**src/design/aal_pkg.sv**
```systemverilog
// ----------------------------------------------------------------------------
// Adaptive admission limiter package
// Shared types, register indexes, reset values and thresholds for the
// adaptive admission limiter.
// ----------------------------------------------------------------------------
package aal_pkg;

  localparam int unsigned RecoveryRatioQ8Dflt = 205;
  localparam int unsigned CooldownSamplesDflt = 4;

  localparam int unsigned LimitW   = 12;
  localparam int unsigned CountW   = 16;
  localparam int unsigned RatioW   = 11;
  localparam int unsigned RunW     = 8;
  localparam int unsigned ScaleW   = 24;
  localparam int unsigned CfgIdxW  = 3;
  localparam int unsigned CfgDataW = 16;

  localparam logic [CfgIdxW-1:0] CfgMinLimit       = 3'd0;
  localparam logic [CfgIdxW-1:0] CfgMaxLimit       = 3'd1;
  localparam logic [CfgIdxW-1:0] CfgQueueCapacity  = 3'd2;
  localparam logic [CfgIdxW-1:0] CfgTargetLatency  = 3'd3;
  localparam logic [CfgIdxW-1:0] CfgCritLatency    = 3'd4;
  localparam logic [CfgIdxW-1:0] CfgCacheUsageLim  = 3'd5;
  localparam logic [CfgIdxW-1:0] CfgMemoryUsageLim = 3'd6;
  localparam logic [CfgIdxW-1:0] CfgWaitingLimit   = 3'd7;

  localparam logic [LimitW-1:0] MinLimitRst       = 12'd1;
  localparam logic [LimitW-1:0] MaxLimitRst       = 12'd64;
  localparam logic [CountW-1:0] QueueCapacityRst  = 16'd256;
  localparam logic [CountW-1:0] TargetLatencyRst  = 16'd500;
  localparam logic [CountW-1:0] CritLatencyRst    = 16'd2000;
  localparam logic [RatioW-1:0] CacheUsageLimRst  = 11'd922;
  localparam logic [RatioW-1:0] MemoryUsageLimRst = 11'd922;
  localparam logic [CountW-1:0] WaitingLimitRst   = 16'd64;

  localparam logic [RatioW-1:0] CritUsageQ10 = 11'd1004;
  localparam logic [RatioW-1:0] CritFailQ10  = 11'd103;
  localparam logic [RatioW-1:0] RecovFailQ10 = 11'd11;

  typedef enum logic [1:0] {
    DecAdmit  = 2'd0,
    DecQueue  = 2'd1,
    DecReject = 2'd2
  } decision_e;

  typedef struct packed {
    logic [CountW-1:0] latency_ms;
    logic [RatioW-1:0] cache_usage;
    logic [RatioW-1:0] memory_usage;
    logic [CountW-1:0] waiting_count;
    logic [RatioW-1:0] failure_rate;
    logic [CountW-1:0] inflight_now;
    logic [CountW-1:0] queued_now;
  } sample_t;

  typedef struct packed {
    logic [1:0]        decision;
    logic [LimitW-1:0] limit_now;
    logic              overloaded;
    logic              critical;
  } result_t;

  typedef struct packed {
    logic [LimitW-1:0] min_limit;
    logic [LimitW-1:0] max_limit;
    logic [CountW-1:0] queue_capacity;
    logic [CountW-1:0] target_latency_ms;
    logic [CountW-1:0] critical_latency_ms;
    logic [RatioW-1:0] cache_usage_limit;
    logic [RatioW-1:0] memory_usage_limit;
    logic [CountW-1:0] waiting_limit;
  } cfg_t;

  typedef struct packed {
    logic soft_ovl;
    logic crit;
    logic recov;
  } flags_t;

endpackage

```
**src/design/aal_classify.sv**
```systemverilog
// ----------------------------------------------------------------------------
// Sample classifier
// Compares one registered metrics sample against the thresholds and flags
// soft overload, critical overload and recovery.
// ----------------------------------------------------------------------------
module aal_classify #(
  parameter int unsigned RECOVERY_RATIO_Q8 = aal_pkg::RecoveryRatioQ8Dflt
) (
  input  aal_pkg::sample_t sample_i,
  input  aal_pkg::cfg_t    cfg_i,
  output aal_pkg::flags_t  flags_o
);
  import aal_pkg::*;

  localparam logic [ScaleW-1:0] Ratio = ScaleW'(RECOVERY_RATIO_Q8);

  logic [ScaleW-1:0] lat_s, cache_s, mem_s, wait_s;
  logic [ScaleW-1:0] lat_t, cache_t, mem_t, wait_t;

  // Recovery tests x < t * ratio / 256 exactly as x * 256 < t * ratio.
  assign lat_s   = {sample_i.latency_ms, 8'h00};
  assign cache_s = ScaleW'({sample_i.cache_usage, 8'h00});
  assign mem_s   = ScaleW'({sample_i.memory_usage, 8'h00});
  assign wait_s  = {sample_i.waiting_count, 8'h00};

  assign lat_t   = ScaleW'(cfg_i.target_latency_ms) * Ratio;
  assign cache_t = ScaleW'(cfg_i.cache_usage_limit) * Ratio;
  assign mem_t   = ScaleW'(cfg_i.memory_usage_limit) * Ratio;
  assign wait_t  = ScaleW'(cfg_i.waiting_limit) * Ratio;

  always_comb begin
    flags_o.soft_ovl = (sample_i.latency_ms >= cfg_i.target_latency_ms) ||
                       (sample_i.cache_usage >= cfg_i.cache_usage_limit) ||
                       (sample_i.memory_usage >= cfg_i.memory_usage_limit) ||
                       (sample_i.waiting_count >= cfg_i.waiting_limit);
    flags_o.crit  = (sample_i.latency_ms >= cfg_i.critical_latency_ms) ||
                    (sample_i.cache_usage >= CritUsageQ10) ||
                    (sample_i.memory_usage >= CritUsageQ10) ||
                    (sample_i.failure_rate >= CritFailQ10);
    flags_o.recov = (lat_s < lat_t) && (cache_s < cache_t) && (mem_s < mem_t) &&
                    (wait_s < wait_t) && (sample_i.failure_rate < RecovFailQ10);
  end

endmodule

```
**src/design/aal_adapt.sv**
```systemverilog
// ----------------------------------------------------------------------------
// Limit adaptation
// Holds the concurrency limit, the cooldown counter and the recovery run,
// and updates them once per sample from the overload and recovery flags.
// ----------------------------------------------------------------------------
module aal_adapt #(
  parameter int unsigned COOLDOWN_LEN = aal_pkg::CooldownSamplesDflt
) (
  input  logic                       clk_i,
  input  logic                       rst_ni,
  input  logic                       en_i,
  input  aal_pkg::flags_t            flags_i,
  input  logic [aal_pkg::LimitW-1:0] min_limit_i,
  input  logic [aal_pkg::LimitW-1:0] max_limit_i,
  output logic [aal_pkg::LimitW-1:0] limit_o
);
  import aal_pkg::*;

  localparam logic [RunW-1:0] Cooldown = RunW'(COOLDOWN_LEN);

  logic [LimitW-1:0] limit_q, limit_d;
  logic [RunW-1:0]   cool_q, cool_d;
  logic [RunW-1:0]   run_q, run_d;
  logic [LimitW-1:0] half, dec;
  logic [LimitW:0]   inc;
  logic [RunW-1:0]   run_inc;

  always_comb begin
    half    = limit_q >> 1;
    dec     = (limit_q != '0) ? limit_q - 1'b1 : '0;
    inc     = {1'b0, limit_q} + 1'b1;
    run_inc = run_q + 1'b1;
    limit_d = limit_q;
    cool_d  = cool_q;
    run_d   = run_q;
    if (flags_i.crit) begin
      limit_d = (half > min_limit_i) ? half : min_limit_i;
      cool_d  = Cooldown;
      run_d   = '0;
    end else if (flags_i.soft_ovl) begin
      limit_d = (dec > min_limit_i) ? dec : min_limit_i;
      cool_d  = Cooldown;
      run_d   = '0;
    end else if (cool_q != '0) begin
      cool_d = cool_q - 1'b1;
    end else if (!flags_i.recov) begin
      run_d = '0;
    end else if (run_inc >= Cooldown) begin
      limit_d = (inc < {1'b0, max_limit_i}) ? inc[LimitW-1:0] : max_limit_i;
      run_d   = '0;
    end else begin
      run_d = run_inc;
    end
  end

  always_ff @(posedge clk_i or negedge rst_ni) begin
    if (!rst_ni) begin
      limit_q <= MaxLimitRst;
      cool_q  <= '0;
      run_q   <= '0;
    end else if (en_i) begin
      limit_q <= limit_d;
      cool_q  <= cool_d;
      run_q   <= run_d;
    end
  end

  assign limit_o = limit_d;

endmodule

```
**src/design/adaptive_admission_limiter.sv**
```systemverilog
// ----------------------------------------------------------------------------
// Adaptive admission limiter
// An accepted sample beat is registered in the sample register, then its result in the result register.
// Throughput is one sample per cycle while out_stall_i is low, set by the single-pass limit update.
// Reset is asynchronous and active low; it restores the register defaults,
// sets the limit to the maximum-limit default and clears the counters.
// ----------------------------------------------------------------------------
module adaptive_admission_limiter #(
  parameter int unsigned RECOVERY_RATIO_Q8 = aal_pkg::RecoveryRatioQ8Dflt,
  parameter int unsigned COOLDOWN_LEN      = aal_pkg::CooldownSamplesDflt
) (
  input  logic                         clk_i,
  input  logic                         rst_ni,
  input  logic                         in_valid_i,
  output logic                         in_stall_o,
  input  aal_pkg::sample_t             in_data_i,
  output logic                         out_valid_o,
  input  logic                         out_stall_i,
  output aal_pkg::result_t             out_data_o,
  input  logic                         cfg_valid_i,
  output logic                         cfg_ready_o,
  input  logic [aal_pkg::CfgIdxW-1:0]  cfg_index_i,
  input  logic [aal_pkg::CfgDataW-1:0] cfg_data_i
);
  import aal_pkg::*;

  cfg_t              cfg_q;
  sample_t           smp_q;
  logic              smp_valid_q;
  result_t           res_q, res_d;
  logic              res_valid_q;
  logic              advance, accept;
  flags_t            flags;
  logic [LimitW-1:0] limit_new;

  assign cfg_ready_o = 1'b1;

  always_ff @(posedge clk_i or negedge rst_ni) begin
    if (!rst_ni) begin
      cfg_q.min_limit           <= MinLimitRst;
      cfg_q.max_limit           <= MaxLimitRst;
      cfg_q.queue_capacity      <= QueueCapacityRst;
      cfg_q.target_latency_ms   <= TargetLatencyRst;
      cfg_q.critical_latency_ms <= CritLatencyRst;
      cfg_q.cache_usage_limit   <= CacheUsageLimRst;
      cfg_q.memory_usage_limit  <= MemoryUsageLimRst;
      cfg_q.waiting_limit       <= WaitingLimitRst;
    end else if (cfg_valid_i && cfg_ready_o) begin
      case (cfg_index_i)
        CfgMinLimit:       cfg_q.min_limit           <= cfg_data_i[LimitW-1:0];
        CfgMaxLimit:       cfg_q.max_limit           <= cfg_data_i[LimitW-1:0];
        CfgQueueCapacity:  cfg_q.queue_capacity      <= cfg_data_i;
        CfgTargetLatency:  cfg_q.target_latency_ms   <= cfg_data_i;
        CfgCritLatency:    cfg_q.critical_latency_ms <= cfg_data_i;
        CfgCacheUsageLim:  cfg_q.cache_usage_limit   <= cfg_data_i[RatioW-1:0];
        CfgMemoryUsageLim: cfg_q.memory_usage_limit  <= cfg_data_i[RatioW-1:0];
        CfgWaitingLimit:   cfg_q.waiting_limit       <= cfg_data_i;
        default: ;
      endcase
    end
  end

  // A sample moves on whenever the result register is empty or being drained.
  assign advance    = smp_valid_q && (!res_valid_q || !out_stall_i);
  assign in_stall_o = smp_valid_q && !advance;
  assign accept     = in_valid_i && !in_stall_o;

  always_ff @(posedge clk_i or negedge rst_ni) begin
    if (!rst_ni) begin
      smp_valid_q <= 1'b0;
    end else if (accept) begin
      smp_valid_q <= 1'b1;
    end else if (advance) begin
      smp_valid_q <= 1'b0;
    end
  end

  always_ff @(posedge clk_i) begin
    if (accept) begin
      smp_q <= in_data_i;
    end
  end

  aal_classify #(
    .RECOVERY_RATIO_Q8(RECOVERY_RATIO_Q8)
  ) u_classify (
    .sample_i(smp_q),
    .cfg_i   (cfg_q),
    .flags_o (flags)
  );

  aal_adapt #(
    .COOLDOWN_LEN(COOLDOWN_LEN)
  ) u_adapt (
    .clk_i      (clk_i),
    .rst_ni     (rst_ni),
    .en_i       (advance),
    .flags_i    (flags),
    .min_limit_i(cfg_q.min_limit),
    .max_limit_i(cfg_q.max_limit),
    .limit_o    (limit_new)
  );

  always_comb begin
    if (flags.crit || (smp_q.queued_now >= cfg_q.queue_capacity)) begin
      res_d.decision = DecReject;
    end else if (flags.soft_ovl || (smp_q.inflight_now >= CountW'(limit_new))) begin
      res_d.decision = DecQueue;
    end else begin
      res_d.decision = DecAdmit;
    end
    res_d.limit_now  = limit_new;
    res_d.overloaded = flags.soft_ovl || flags.crit;
    res_d.critical   = flags.crit;
  end

  always_ff @(posedge clk_i or negedge rst_ni) begin
    if (!rst_ni) begin
      res_valid_q <= 1'b0;
    end else if (advance) begin
      res_valid_q <= 1'b1;
    end else if (!out_stall_i) begin
      res_valid_q <= 1'b0;
    end
  end

  always_ff @(posedge clk_i) begin
    if (advance) begin
      res_q <= res_d;
    end
  end

  assign out_valid_o = res_valid_q;
  assign out_data_o  = res_q;

endmodule
```
**config.mk**
```make
export PLATFORM = sky130hd
export DESIGN_NAME = adaptive_admission_limiter
export DESIGN_NICKNAME = d
export VERILOG_FILES = /design/src/design/aal_pkg.sv /design/src/design/aal_classify.sv /design/src/design/aal_adapt.sv /design/src/design/adaptive_admission_limiter.sv
export SDC_FILE = /design/constraint.sdc
export NUM_CORES = 1
export LEC_CHECK = 0
export BUFFER_PORTS_ARGS = -buffer_cell sky130_fd_sc_hd__clkbuf_2
export CAP_MARGIN = 0
export CORE_ASPECT_RATIO = 1.5
export CORE_UTILIZATION = 45
export CTS_CLUSTER_SIZE = 16
export DETAILED_ROUTE_END_ITERATION = 8
export HOLD_SLACK_MARGIN = 0.05
export PLACE_DENSITY = 0.71
export SYNTH_ARGS = -nofsm -noshare
export SYNTH_HDL_FRONTEND = slang
export SYNTH_SLANG_ARGS = --single-unit
```
**constraint.sdc**
```tcl
create_clock -name clk_i -period 11.3 [get_ports clk_i]
set_input_delay 2.26 -clock clk_i [delete_from_list [all_inputs] [get_ports clk_i]]
set_output_delay 2.26 -clock clk_i [all_outputs]
set_load 0.02 [all_outputs]
```
==> run_results.csv <==
group,metric,value,unit
place,dp_hpwl,48900,um
cells_and_area,n_fill_cell,4685,
synth,synthesis.nets,2974,
min_path,min_path_type,"register to register",
drt,avgViaCountPerCell,5.46,
place,io_buffers,138,
timing,drv_slew,0,
drt,drt_iter0_markers,878,
grt,grt_max_degree,87,
floorplanning,die_x,187,um
floorplanning,die_h,279,um
setup_path,cp-start-kind,"register",
drt,routed_wl,60200,um
grt,track_usage,23.5,%
setup_path,reg2reg_depth,39,
clock_network,ctsResizeCount,0,
floorplanning,initial_utilization,45.5,%
synth,postSynthCellCount,2301,
synth,synth.distinct_cells,87,
clock_network,numCtsBuffers,27,
cells_and_area,num-nets-final,3111,
floorplanning,core_area,50500,um^2
floorplanning,die-area,52000,um^2
synth,synth_flop_cell,"edfxtp_1",
setup_path,crit_fanout,10,
min_path,holdPathStages,1,
setup_path,path_class,"register to register",
drt,vias,17100,
status,status,"complete, no violations",
synth,synthArstFlopShare,55.3,%
timing,setup_violations,0,
cells_and_area,area_delta_synth_final,10.3,%
timing,maxSlewHeadroom,19.5,%
clock_network,cts.clk_slew.worst_paths,0.06,ns
timing,fin_crit,9.91,ns
drt,dr.pass1.iters,5,
grt,antenna_found_initial,3,
cells_and_area,layout-drive-gt1-share,13.2,%
clock_network,h-tree-depth,1,
setup_path,crit_required,11.58,ns
synth,synth_area_per_cell,9.99,um^2
timing,worst_pin_slew,1.20,ns
timing,fin_skew,0.0163,ns
floorplanning,num_rows,101,
clock_network,clk_path_buf_depth,3,
drt,wire_per_inst,19.2,um
synth,ys_seq_area_share,30.2,%
synth,ys_ff_latch,253,
clock_network,cts.hold.buffers_added,0,
setup_path,arrival,10.19,ns
clock_network,postCtsSetupBuffers,0,
clock_network,cts_tree,"built",
timing,rsz0062_at_grt,"false",
grt,overflow,0,
setup_path,cpPeakStageDelay,0.77,ns
timing,fmax,101,MHz
drt,drc,0,
clock_network,clock_sinks,253,
grt,grt_pass1_wl,95600,um
flow_run,cap_violations,0,
clock_network,root_buffer,"clkbuf_16",
drt,route.antenna.remaining_nets,0,
setup_path,end_kind,"register",
place,gp_congestion,0.926,
setup_path,cp_slowest_cell,"a2111oi_0",
synth,synth_edf_count,113,
timing,hold_viol,0,
synth,yosysWarnings,0,
grt,grt_pass1_vias,18300,
floorplanning,design.portCount,140,
clock_network,clk_latency,0.58,ns
timing,fin_setup_tns,0,ns
synth,syn_area,23000,um^2
timing,period_share,87.7,%
[state kept, by name, summed over array words and instances, names as in the netlist]
register,cells
u_adapt.limit_q,12
out_data_o,16
u_adapt.cool_q,8
cfg_q,110
smp_q,97
out_valid_o,1
smp_valid_q,1
u_adapt.run_q,8
[placed cells by master (no fill, tap or decap), types with 37 or more instances in the layout]
cell type,Yosys,layout
inv_1,407,407
ha_1,441,441
dfrtp_1,111,111
xnor2_1,44,44
nor2_1,76,76
nand2_1,160,160
mux2_2,58,58
xor2_1,42,42
nand3_1,47,47
fa_1,111,111
a21o_1,37,37
clkbuf_2,0,137
a21oi_1,99,99
o21ai_0,123,123
edfxtp_1,113,113
[worst paths after layout]
check,from,to,slack [ns]
min,smp_valid_q,out_valid_o,0.50
max reg2reg,cfg_q[56],out_data_o[14],1.39
min in group asynchronous,rst_ni,smp_valid_q,1.73
max in group asynchronous,rst_ni,u_adapt.limit_q[3],8.19
max,cfg_q[56],out_data_o[14],1.39
min reg2reg,smp_valid_q,out_valid_o,0.50
[routing by layer]
layer | vias to the layer above | part of all wire (%) | GRT usage, %
met3 | 141 | 3.7 | 2.61
met1 | 8294 | 39 | 26.1
met5 | - | 0.048 | 0
li1 | 8254 | - | -
met2 | 403 | 52 | 44.7
met4 | 4 | 4.7 | 10.2
[cells in the mapped netlist, drive strengths merged, types with 28 or more instances]
cell type	instances	share of area, %
a21oi	102	2.3
dfstp	29	3.3
edfxtp	113	15
ha	441	24
nand4	28	0.76
nand3	47	1.0
xor2	42	1.6
nor2	76	1.2
a21o	37	1.2
fa	111	9.7
mux2	60	3.0
nor3	35	0.78
nand2	161	2.7
xnor2	44	1.7
dfrtp	111	12
o21ai	130	2.9
inv	408	6.7
[final cells by class]
cell class	count	area, um^2	share of cell area (%)
Multi-Input combinational cell	1598	14300	56.6
Clock buffer	33	708	2.79
Antenna cell	2	5.00	0.0197
Sequential cell	253	6930	27.4
Tap cell	669	837	3.30
Timing Repair Buffer	149	779	3.08
Inverter	409	1540	6.06
Clock inverter	17	201	0.795
[through the flow]
step	utilization [%]	worst slack (ns)	area [um^2]	hold WS, ns	cells
finish	50.1	1.39	25300	0.503	3130
global route	50.1	0.800	25300	0.515	3129
CTS	50.1	1.49	25300	0.508	3128
detailed placement	48.3	1.54	24400	0.490	3078
global placement	48.3	1.71	24400	0.477	3078
floorplan	-	2.93	23000	0.457	2301
[worst max-delay path: cells and delay by family (launching register included)]
family / cells / cell delay (ns)
AO/OA/AOI/OAI: 13 / 2.83
adder cells (fa/ha/maj): 7 / 2.67
AND/OR/NAND/NOR: 12 / 2.60
flip-flops: 1 / 0.58
buffers and inverters: 5 / 0.52
multiplexers: 1 / 0.24
XOR/XNOR: 1 / 0.14
[logic make-up after synthesis]
group                      Yosys count  synth area share, %
muxes                               72                 3.48
and+or+nand+nor                    468                 10.1
buffers and inverters              450                 7.56
DFF                                253                 30.2
xor gates and xnor gates            86                 3.28
other                                1               0.0163
adders and majority gates          552                 33.7
AOI/OAI and AO/OA                  419                 11.7
Power is left out: the tool's default activity adds up to more than one toggle a clock period on the data nets, which glitch-free logic cannot reach.
